===== src/rtl/miu_pkg.sv =====
// Package for the modular inverse unit: widths, controller states and the
// command/status structs shared by controller and datapath. No dependencies.
package miu_pkg;
    localparam int WIDTH = 63;
    localparam int CNT_W = $clog2(WIDTH + 1);

    typedef enum logic [3:0] {
        S_IDLE,
        S_CHECK,
        S_RED_INIT,
        S_RED_RUN,
        S_LOOP_TEST,
        S_DIV_INIT,
        S_DIV_RUN,
        S_UPDATE,
        S_FINAL_INIT,
        S_FINAL_RUN,
        S_FINISH,
        S_OUT
    } t_state;

    typedef struct packed {
        logic load;
        logic div_start_red;
        logic div_start_step;
        logic div_start_final;
        logic div_step;
        logic red_done;
        logic update;
        logic finish;
    } t_cmd;

    typedef struct packed {
        logic m_zero;
        logic r1_zero;
        logic div_last;
    } t_status;
endpackage


===== src/rtl/miu_datapath.sv =====
// Datapath of the modular inverse unit: remainders, coefficients and a shared
// restoring divider that also forms q*u1 by shift-and-add. Uses miu_pkg.
module miu_datapath
    import miu_pkg::*;
(
    input  logic             i_clk,
    input  logic             i_rst_n,
    input  t_cmd             i_cmd,
    input  logic [WIDTH-1:0] i_modulus,
    input  logic [WIDTH-1:0] i_operand,
    output t_status          o_status,
    output logic [WIDTH-1:0] o_inverse,
    output logic             o_coprime
);
    // Divider: dividend shifts out of r_dq, quotient bits shift in.
    logic [WIDTH-1:0] r_dq, n_dq;
    logic [WIDTH:0]   r_rem, n_rem;
    logic [WIDTH-1:0] r_dvs;
    logic [WIDTH-1:0] r_acc;      // accumulates u0 + q*u1
    logic [CNT_W-1:0] r_cnt;
    logic [WIDTH-1:0] r_m, r_r0, r_r1, r_u0, r_u1;
    logic             r_neg0, r_neg1;
    logic             r_coprime;
    logic [WIDTH-1:0] r_inv;

    logic [WIDTH:0]   w_shift;
    logic [WIDTH:0]   w_diff;
    logic             w_qbit;
    logic             w_div_start;

    assign w_div_start = i_cmd.div_start_red || i_cmd.div_start_step
                         || i_cmd.div_start_final;

    always_comb begin
        w_shift = {r_rem[WIDTH-1:0], r_dq[WIDTH-1]};
        w_diff  = w_shift - {1'b0, r_dvs};
        w_qbit  = !w_diff[WIDTH];
        n_rem   = w_qbit ? w_diff : w_shift;
        n_dq    = {r_dq[WIDTH-2:0], w_qbit};
    end

    assign o_status.m_zero   = (r_m == '0);
    assign o_status.r1_zero  = (r_r1 == '0);
    assign o_status.div_last = (r_cnt == CNT_W'(1));

    always_ff @(posedge i_clk) begin
        if (!i_rst_n) begin
            r_cnt <= '0;
        end else if (w_div_start) begin
            r_cnt <= CNT_W'(WIDTH);
        end else if (i_cmd.div_step) begin
            r_cnt <= r_cnt - CNT_W'(1);
        end
    end

    always_ff @(posedge i_clk) begin
        if (i_cmd.load) begin
            r_m    <= i_modulus;
            r_r0   <= i_modulus;
            r_r1   <= i_operand;
            r_u0   <= '0;
            r_u1   <= WIDTH'(1);
            r_neg0 <= 1'b1;
            r_neg1 <= 1'b0;
        end
        if (w_div_start) begin
            r_rem <= '0;
            r_acc <= r_u0;
            if (i_cmd.div_start_red) begin
                r_dq  <= r_r1;
                r_dvs <= r_m;
            end else if (i_cmd.div_start_step) begin
                r_dq  <= r_r0;
                r_dvs <= r_r1;
            end else begin
                r_dq  <= r_u0;
                r_dvs <= r_m;
            end
        end else if (i_cmd.div_step) begin
            r_rem <= n_rem;
            r_dq  <= n_dq;
            // Quotient bit of weight 2^(cnt-1): add u1 scaled by that weight.
            if (w_qbit)
                r_acc <= r_acc + (r_u1 << (r_cnt - CNT_W'(1)));
        end
        if (i_cmd.red_done)
            r_r1 <= r_rem[WIDTH-1:0];
        if (i_cmd.update) begin
            r_r0   <= r_r1;
            r_r1   <= r_rem[WIDTH-1:0];
            r_u0   <= r_u1;
            r_u1   <= r_acc;
            r_neg0 <= r_neg1;
            r_neg1 <= !r_neg1;
        end
        if (i_cmd.finish) begin
            if (r_m == '0 || r_r0 != WIDTH'(1)) begin
                r_coprime <= 1'b0;
                r_inv     <= '0;
            end else begin
                r_coprime <= 1'b1;
                if (r_neg0 && r_rem[WIDTH-1:0] != '0)
                    r_inv <= r_m - r_rem[WIDTH-1:0];
                else
                    r_inv <= r_rem[WIDTH-1:0];
            end
        end
    end

    assign o_inverse = r_inv;
    assign o_coprime = r_coprime;
endmodule


===== src/rtl/miu_controller.sv =====
// Controller of the modular inverse unit: sequences reduction, Euclid steps
// and the final reduction on the shared divider. Uses miu_pkg.
module miu_controller
    import miu_pkg::*;
(
    input  logic    i_clk,
    input  logic    i_rst_n,
    input  logic    i_in_valid,
    input  logic    i_out_ready,
    input  t_status i_status,
    output logic    o_in_ready,
    output logic    o_out_valid,
    output t_cmd    o_cmd
);
    t_state r_state, n_state;
    logic   r_phase, n_phase;   // 0 reduction, 1 loop step, final uses own state

    always_ff @(posedge i_clk) begin
        if (!i_rst_n) begin
            r_state <= S_IDLE;
            r_phase <= 1'b0;
        end else begin
            r_state <= n_state;
            r_phase <= n_phase;
        end
    end

    always_comb begin
        n_state = r_state;
        n_phase = r_phase;
        unique case (r_state)
            S_IDLE:       if (i_in_valid) n_state = S_CHECK;
            S_CHECK:      n_state = i_status.m_zero ? S_FINISH : S_RED_INIT;
            S_RED_INIT:   begin n_state = S_DIV_RUN; n_phase = 1'b0; end
            S_RED_RUN:    n_state = S_LOOP_TEST;
            S_LOOP_TEST:  n_state = i_status.r1_zero ? S_FINAL_INIT : S_DIV_INIT;
            S_DIV_INIT:   begin n_state = S_DIV_RUN; n_phase = 1'b1; end
            S_DIV_RUN:    if (i_status.div_last)
                              n_state = r_phase ? S_UPDATE : S_RED_RUN;
            S_UPDATE:     n_state = S_LOOP_TEST;
            S_FINAL_INIT: n_state = S_FINAL_RUN;
            S_FINAL_RUN:  if (i_status.div_last) n_state = S_FINISH;
            S_FINISH:     n_state = S_OUT;
            S_OUT:        if (i_out_ready) n_state = S_IDLE;
            default:      n_state = S_IDLE;
        endcase
    end

    always_comb begin
        o_cmd       = '0;
        o_in_ready  = 1'b0;
        o_out_valid = 1'b0;
        unique case (r_state)
            S_IDLE:       begin o_in_ready = 1'b1; o_cmd.load = i_in_valid; end
            S_RED_INIT:   o_cmd.div_start_red = 1'b1;
            S_RED_RUN:    o_cmd.red_done = 1'b1;
            S_DIV_INIT:   o_cmd.div_start_step = 1'b1;
            S_DIV_RUN:    o_cmd.div_step = 1'b1;
            S_FINAL_RUN:  o_cmd.div_step = 1'b1;
            S_UPDATE:     o_cmd.update = 1'b1;
            S_FINAL_INIT: o_cmd.div_start_final = 1'b1;
            S_FINISH:     o_cmd.finish = 1'b1;
            S_OUT:        o_out_valid = 1'b1;
            default:      ;
        endcase
    end
endmodule


===== src/rtl/modular_inverse_unit.sv =====
// Modular inverse unit: one item in, one result out, one item at a time.
// The work runs on the bit-serial divider, which produces one quotient bit per
// cycle: once for the reduction of the operand, once per Euclid step and
// once for the final reduction. The next item is taken once the result
// transfer completes. Synchronous active-low reset returns the controller
// to idle. Depends on miu_pkg, miu_controller and miu_datapath.
module modular_inverse_unit
    import miu_pkg::*;
(
    input  logic                 i_clk,
    input  logic                 i_rst_n,
    input  logic                 s_axis_tvalid,
    output logic                 s_axis_tready,
    input  logic [2*WIDTH+1:0]   s_axis_tdata,   // modulus, operand, two zero pad bits
    output logic                 m_axis_tvalid,
    input  logic                 m_axis_tready,
    output logic [WIDTH:0]       m_axis_tdata,   // inverse, one zero pad bit
    output logic                 m_axis_tuser    // coprime
);
    t_cmd    w_cmd;
    t_status w_status;
    logic [WIDTH-1:0] w_inverse;
    logic             w_coprime;

    // The controller steps the datapath through reduction of the operand,
    // the Euclid loop with the coefficient recurrence, and the final
    // reduction of the coefficient into [0, modulus).
    miu_controller u_ctrl (
        .i_clk       (i_clk),
        .i_rst_n     (i_rst_n),
        .i_in_valid  (s_axis_tvalid),
        .i_out_ready (m_axis_tready),
        .i_status    (w_status),
        .o_in_ready  (s_axis_tready),
        .o_out_valid (m_axis_tvalid),
        .o_cmd       (w_cmd)
    );

    miu_datapath u_dp (
        .i_clk     (i_clk),
        .i_rst_n   (i_rst_n),
        .i_cmd     (w_cmd),
        .i_modulus (s_axis_tdata[WIDTH-1:0]),
        .i_operand (s_axis_tdata[2*WIDTH-1:WIDTH]),
        .o_status  (w_status),
        .o_inverse (w_inverse),
        .o_coprime (w_coprime)
    );

    // The coprime flag says whether the inverse field holds a real inverse.
    assign m_axis_tdata = {1'b0, w_inverse};
    assign m_axis_tuser = w_coprime;
endmodule

===== config.mk =====
export PLATFORM = sky130hd
export DESIGN_NAME = modular_inverse_unit
export DESIGN_NICKNAME = d
export VERILOG_FILES = /design/src/rtl/miu_pkg.sv /design/src/rtl/miu_datapath.sv /design/src/rtl/miu_controller.sv /design/src/rtl/modular_inverse_unit.sv
export SDC_FILE = /design/constraint.sdc
export NUM_CORES = 2
export LEC_CHECK = 0
export BUFFER_PORTS_ARGS = -buffer_cell sky130_fd_sc_hd__buf_2
export CAP_MARGIN = 20
export CELL_PAD_IN_SITES_DETAIL_PLACEMENT = 0
export CELL_PAD_IN_SITES_GLOBAL_PLACEMENT = 2
export CORE_MARGIN = 10
export CORE_UTILIZATION = 44
export DETAILED_ROUTE_END_ITERATION = 10
export PLACE_DENSITY = 0.89
export SKIP_LAST_GASP = 1
export SYNTH_ARGS = -nofsm -noshare
export SYNTH_HDL_FRONTEND = slang
export SYNTH_SLANG_ARGS = --single-unit

===== constraint.sdc =====
create_clock -name i_clk -period 21.1 [get_ports i_clk]
set_input_delay 1.055 -clock i_clk [delete_from_list [all_inputs] [get_ports i_clk]]
set_output_delay 1.055 -clock i_clk [all_outputs]
set_load 0.02 [all_outputs]

---- Word-level counts from Yosys, hierarchy flattened ----
Index checks and enable logic that the tools add are counted.
word-level totals
  flip-flop bits (word level) ............. 644
  output and inout port bits .............. 67
  bits of input ports ..................... 132
operators by class
  shifts and indexed selects .............. 1
  reductions and logical operators ........ 19
  mux-type cells .......................... 46
  equality and inequality tests ........... 18
  add/subtract/negate cells ............... 4
operator list
  operator               number
  $mux W63               20
  $logic_not A63 Y1      2
  $sub A64 B63 Y64       1
  $add A63 B63 Y63       1
  $ne A63 B1 Y1 const B  1
  $reduce_bool A63 Y1    1
  $shl A63 B6 Y63        1
  $sub A63 B63 Y63       1
  $pmux W4 S10           1
  $mux W4                6
  $eq A4 B3 Y1 const B   4
  $eq A4 B4 Y1 const B   4
  $mux W1                15
  $mux W6                2
  $eq A4 B2 Y1 const B   2
  $eq A6 B1 Y1 const B   1
  $ne A2 B2 Y1 const B   3
  $reduce_bool A2 Y1     3
  $reduce_or A2 Y1       3
  $sub A6 B1 Y6 const B  1
  $eq A4 B1 Y1 const B   1
  $logic_not A4 Y1       1
  $ne A2 B1 Y1 const B   2
  $reduce_and A4 Y1      1
  other kinds (7)        10

---- Depth between registers and ports, before layout ----
  depth after elaboration ................. 6
  gate-level depth with buffers ........... 31
  mapped depth without buffers ............ 25

---- By module ----
Synthesis repeated with hierarchy kept, for this count alone.
unflattened totals
  cell total of the unflattened synthesis .. 4472
  area, all modules ....................... 42184.2 um2
by module, submodules not included
  module                cells an instance  instances  sequential area each (um2)  area each (um2)
  miu_datapath          4405               1          18497.7                     41688.7
  miu_controller        65                 1          100.1                       484.2
  modular_inverse_unit  2                  1          0.0                         11.3

---- Least setup slack after synthesis ----
OpenSTA, ideal clock, no wires.
  kind .................................... register to register
  from .................................... register u_dp.r_cnt[0]
  to ...................................... register u_dp.r_acc[62], data pin
  path slack .............................. 14.448 ns
  library setup time ...................... 0.262 ns
  stages on the path, launching flop included .. 29
  required time ........................... 20.838 ns
  arrival ................................. 6.391 ns
  path buffers ............................ 7
  cells stage by stage .................... dfxtp_1 buf_1 clkinv_1 buf_1 ha_1 clkbuf_1 buf_2 buf_2 clkbuf_1 mux4_2 nand2_1 nand2_1 a21oi_1 nand2_1 and3b_1 ha_1 clkbuf_1 a21oi_1 o21ai_0 a221o_1 a21oi_1 o221ai_1 a2111o_1 nand2_1 o21ai_1 nor4bb_1 nor4_1 xnor2_1 o21ai_0
between the ends
  word-level cells in the longest chain between the ends .. 6
ends and longest elaborated chain
  what                    RTL line            source
  start, declared         miu_datapath.sv:20  logic [CNT_W-1:0] r_cnt;
  start signal, assigned  miu_datapath.sv:50  r_cnt <= CNT_W'(WIDTH);
  start signal, assigned  miu_datapath.sv:52  r_cnt <= r_cnt - CNT_W'(1);
  $sub A6 B1 Y6           miu_datapath.sv:84  r_acc <= r_acc + (r_u1 << (r_cnt - CNT_W'(1)));
  $shl A63 B6 Y63         miu_datapath.sv:84
  $add A63 B63 Y63        miu_datapath.sv:84
  $mux W63                miu_datapath.sv:83  if (w_qbit)
  $mux W63                miu_datapath.sv:79  end else if (i_cmd.div_step) begin
  $mux W63                miu_datapath.sv:66  if (w_div_start) begin
  end signal, assigned    miu_datapath.sv:68  r_acc <= r_u0;
  end signal, assigned    miu_datapath.sv:84
  end, declared           miu_datapath.sv:19  logic [WIDTH-1:0] r_acc;
No other way between the ends. The select of a mux whose other input is x is not followed.
A chain may end at the register's enable or synchronous reset.

---- Worst setup path after layout ----
Same ends and word-level chain as after synthesis.

==> out/summary.txt <==
RUN STATUS
----------------------------------------------------------------------------------
Run status .......................................................... complete, no violations

STA
----------------------------------------------------------------------------------
Summed negative setup slack over all endpoints ......................         0 ps
Minimum period implied by the final worst setup slack ...............      8300 ps
Slew of the pin with the lowest slew margin .........................      1080 ps
Worst setup margin ..................................................    12,800 ps
Share of the clock period used by the worst path ....................        39.3%
Unrepaired setup endpoints after global routing .....................           no
Final count of hold timing violations ...............................            0
Setup-violating endpoint count in the final report ..................            0
Final Max Tran Viols ................................................            0
Max-Slew Margin vs Limit ............................................        27.6%
Max Clock Skew ......................................................      30.5 ps
Timing-limited maximum frequency ....................................      121 MHz

CLOCK TREE
----------------------------------------------------------------------------------
Total clock buffers created by CTS ..................................           73
Clock tree from TritonCTS ...........................................        built
Post-CTS setup buffer count .........................................            0
Count of instances resized after the clock tree is built ............            0
Clock sink total ....................................................          644
Root Buffer ......................................................... sky130_fd_sc_hd__clkbuf_16
Number of H-tree levels .............................................            3
Clk slew on worst S/H paths .........................................        60 ps
Insertion delay to the later sink of the worst-skew pair ............       640 ps
Deepest clock path buffer count .....................................            3
Hold buffer count at CTS ............................................            0

FLOORPLANNING
----------------------------------------------------------------------------------
Core footprint ......................................................   93,500 um2
Top Ports ...........................................................          199
Vertical die dimension ..............................................       327 um
Die span in x .......................................................       327 um
Full die area .......................................................  107,000 um2
Starting Density ....................................................        44.4%
Row count ...........................................................          112

PLACEMENT
----------------------------------------------------------------------------------
Number of buffer cells added on primary ports .......................          195
Hpwl dp .............................................................       108 mm
Post-Place Worst Slack ..............................................    12,860 ps
Last weighted congestion value of the routability-driven placer .....        0.980

SYNTHESIS
----------------------------------------------------------------------------------
Leading cell types by total area after synthesis .................... sky130_fd_sc_hd__edfxtp_1 41%, sky130_fd_sc_hd__ha_1 5.7%, sky130_fd_sc_hd__a21oi_1 5.6%
Most frequent cell after synthesis .................................. sky130_fd_sc_hd__edfxtp_1
Number of warnings printed during yosys synthesis ...................            0
Flops & latches, synth ..............................................          644
Mean Syn Cell Area ..................................................     9.64 um2
Most frequent cells after synthesis ................................. 570 x sky130_fd_sc_hd__edfxtp_1, 466 x sky130_fd_sc_hd__a21oi_1, 408 x sky130_fd_sc_hd__nand2_1, 360 x sky130_fd_sc_hd__nor2_1, 352 x sky130_fd_sc_hd__o21ai_0
Number of different library cells in the post-synthesis netlist .....           87
Largest area contributor in the synthesized netlist ................. sky130_fd_sc_hd__edfxtp_1
Post-synth ARST share ...............................................           0%
Number of enable flip-flop cells after synthesis ....................          570
Gate Count Post-Synth ...............................................        4,310
Syn nets ............................................................        4,635
Synth top area share ................................................        41.2%
Cell area after technology mapping ..................................   41,500 um2
Flip-flop cell with the highest count after synthesis ............... sky130_fd_sc_hd__edfxtp_1
Sequential share of the synthesized area ............................        44.8%

ROUTING
----------------------------------------------------------------------------------
Ratio of routed vias to standard cells ..............................         6.14
Count of nets left with antenna violations after detail routing .....            0
Average routed wire per standard cell ...............................      25.7 um
Detailed Routing Iterations Pass 1 ..................................            8
DRC marker count from the first detailed-route iteration ............        3,934
Routed length on met1 ...............................................      63.7 mm
DR vias .............................................................       34,728
Residual DRC count ..................................................            0
Total wire length ...................................................       145 mm
Met2 routed wirelength ..............................................      63.8 mm
Met3 Routed Length ..................................................      11.7 mm
Top Layer Used ......................................................         met5

GRT
----------------------------------------------------------------------------------
Vias in the first global route ......................................       33,304
GRT Resource Usage Total ............................................        26.1%
Largest net degree at the start of global routing ...................          127
Global-route wire length before repair ..............................       215 mm
Remaining Overflow, GRT .............................................            0
Antenna violations before repair ....................................            3

SETUP PATH
----------------------------------------------------------------------------------
List of cells traversed by the critical path ........................ clkinv_1 -> ha_4 -> mux2_2 -> nand2_1 -> o21ai_0 -> mux2i_1 -> nor2_1 -> a21oi_1 -> a21oi_1 -> nor2b_1 -> ha_1 -> nand2_1 -> nor2_1 -> a221o_1 -> a21oi_1 -> o221ai_1 -> a2111o_1 -> nand2_1 -> o21ai_1 -> nor4bb_1 -> nor4_1 -> xnor2_1 -> o21ai_0
Category of the critical setup timing path ..........................   reg -> reg
Critical path arrival ...............................................      8640 ps
Sort of element at the end of the critical path .....................         flop
Master of the slowest instance on the critical path ................. sky130_fd_sc_hd__ha_4
Endpoint required time on the critical path .........................    21,440 ps
FF-to-FF setup slack ................................................    12,800 ps
Family of cells with the greatest summed delay on the critical path . compound AO/OA/AOI/OAI gates
Number of buffers and inverters on the critical path ................            1
Maximum cell stage delay along the critical path ....................      1220 ps
Biggest fanout along the worst timing path ..........................           72
Element type at the critical path start .............................         flop
Source of the worst register-to-register timing path ................ u_dp.r_cnt[0]$_SDFFE_PN0P_
Worst Setup SP ...................................................... u_dp.r_cnt[0]$_SDFFE_PN0P_

CELLS AND AREA
----------------------------------------------------------------------------------
Area growth from synthesis to final layout ..........................        10.6%
Layout Utilization ..................................................        49.1%
Total Nets Final ....................................................        4,668
Layout cell share with drive strength beyond 1 ......................        13.0%

JOB
----------------------------------------------------------------------------------
Number of maximum-capacitance constraint violations .................            0

MIN PATH
----------------------------------------------------------------------------------
Worst min-delay path category .......................................   reg -> reg
Origin of the worst min-delay path .................................. u_dp.r_neg1$_SDFFCE_PN0P_

==> layout make-up <==
type | instances | area [um2]
Antenna cell | 2 | 5.00
Timing Repair Buffer | 235 | 1300
Clock buffer | 91 | 2000
Inverter | 184 | 698
Tap cell | 1254 | 1570
Sequential cell | 644 | 18600
Multi-Input combinational cell | 3205 | 21300
Fill cell | 8903 | 47600
Clock inverter | 42 | 419
==> sequential cells by signal, indices dropped and copies added (netlist names) <==
register	count
u_dp.r_u1	63
u_dp.o_coprime	1
u_dp.r_rem	63
u_dp.r_u0	63
u_dp.r_neg0	1
u_ctrl.r_phase	1
u_dp.o_inverse	63
u_dp.r_cnt	6
u_dp.r_r1	63
u_dp.r_m	63
u_dp.r_acc	63
u_dp.r_dq	63
u_ctrl.r_state	4
u_dp.r_r0	63
u_dp.r_neg1	1
u_dp.r_dvs	63
==> cell usage in the layout (no fill, tap or decap), types with 137 or more instances in the layout <==
cell type	count
sky130_fd_sc_hd__ha_1	189
sky130_fd_sc_hd__inv_1	179
sky130_fd_sc_hd__buf_2	195
sky130_fd_sc_hd__mux2_2	137
sky130_fd_sc_hd__and3_1	144
sky130_fd_sc_hd__edfxtp_1	570
sky130_fd_sc_hd__a21oi_1	466
sky130_fd_sc_hd__o21ai_0	352
sky130_fd_sc_hd__nor2_1	360
sky130_fd_sc_hd__nand2_1	403
==> per-layer routing <==
| layer | up-vias | GRT usage (%) |
|---|---|---|
| li1 | 16135 | - |
| met1 | 16892 | 36.6 |
| met2 | 1440 | 39.8 |
| met3 | 259 | 4.18 |
| met4 | 2 | 10.9 |
| met5 | - | 0 |
==> through the flow <==
stage	cell area, um2	hold slack (ps)	cells
after floorplan	41500	483	4310
after global placement	43500	497	5521
after detailed placement	43500	503	5521
after CTS	45900	517	5654
after global routing	45900	568	5655
final	45900	523	5657
==> final timing paths <==
check                               to  cells past startpoint
max           u_dp.r_acc[62]$_DFFE_PP_                     23
min          u_dp.r_neg0$_SDFFCE_PN1P_                      2
max reg2reg   u_dp.r_acc[62]$_DFFE_PP_                     23
min reg2reg  u_dp.r_neg0$_SDFFCE_PN1P_                      2
==> tightest hold or removal path: stages, from the launching register on <==
cell,delay (ps)
sky130_fd_sc_hd__edfxtp_1,330
sky130_fd_sc_hd__nor2_1,50
sky130_fd_sc_hd__inv_1,40
==> cells by family after synthesis <==
| family | Yosys count | synth area share [%] |
|---|---|---|
| AO/OA/AOI/OAI | 1299 | 19.0 |
| XOR/XNOR | 183 | 3.90 |
| adder cells (fa/ha/maj) | 193 | 5.87 |
| buffers and inverters | 461 | 4.28 |
| flip-flops | 644 | 44.8 |
| multiplexers | 256 | 7.82 |
| other | 1 | 0.00903 |
| AND/OR/NAND/NOR | 1273 | 14.4 |
Power is left out: the tool's default activity adds up to more than one toggle a clock period on the data nets, which glitch-free logic cannot reach.
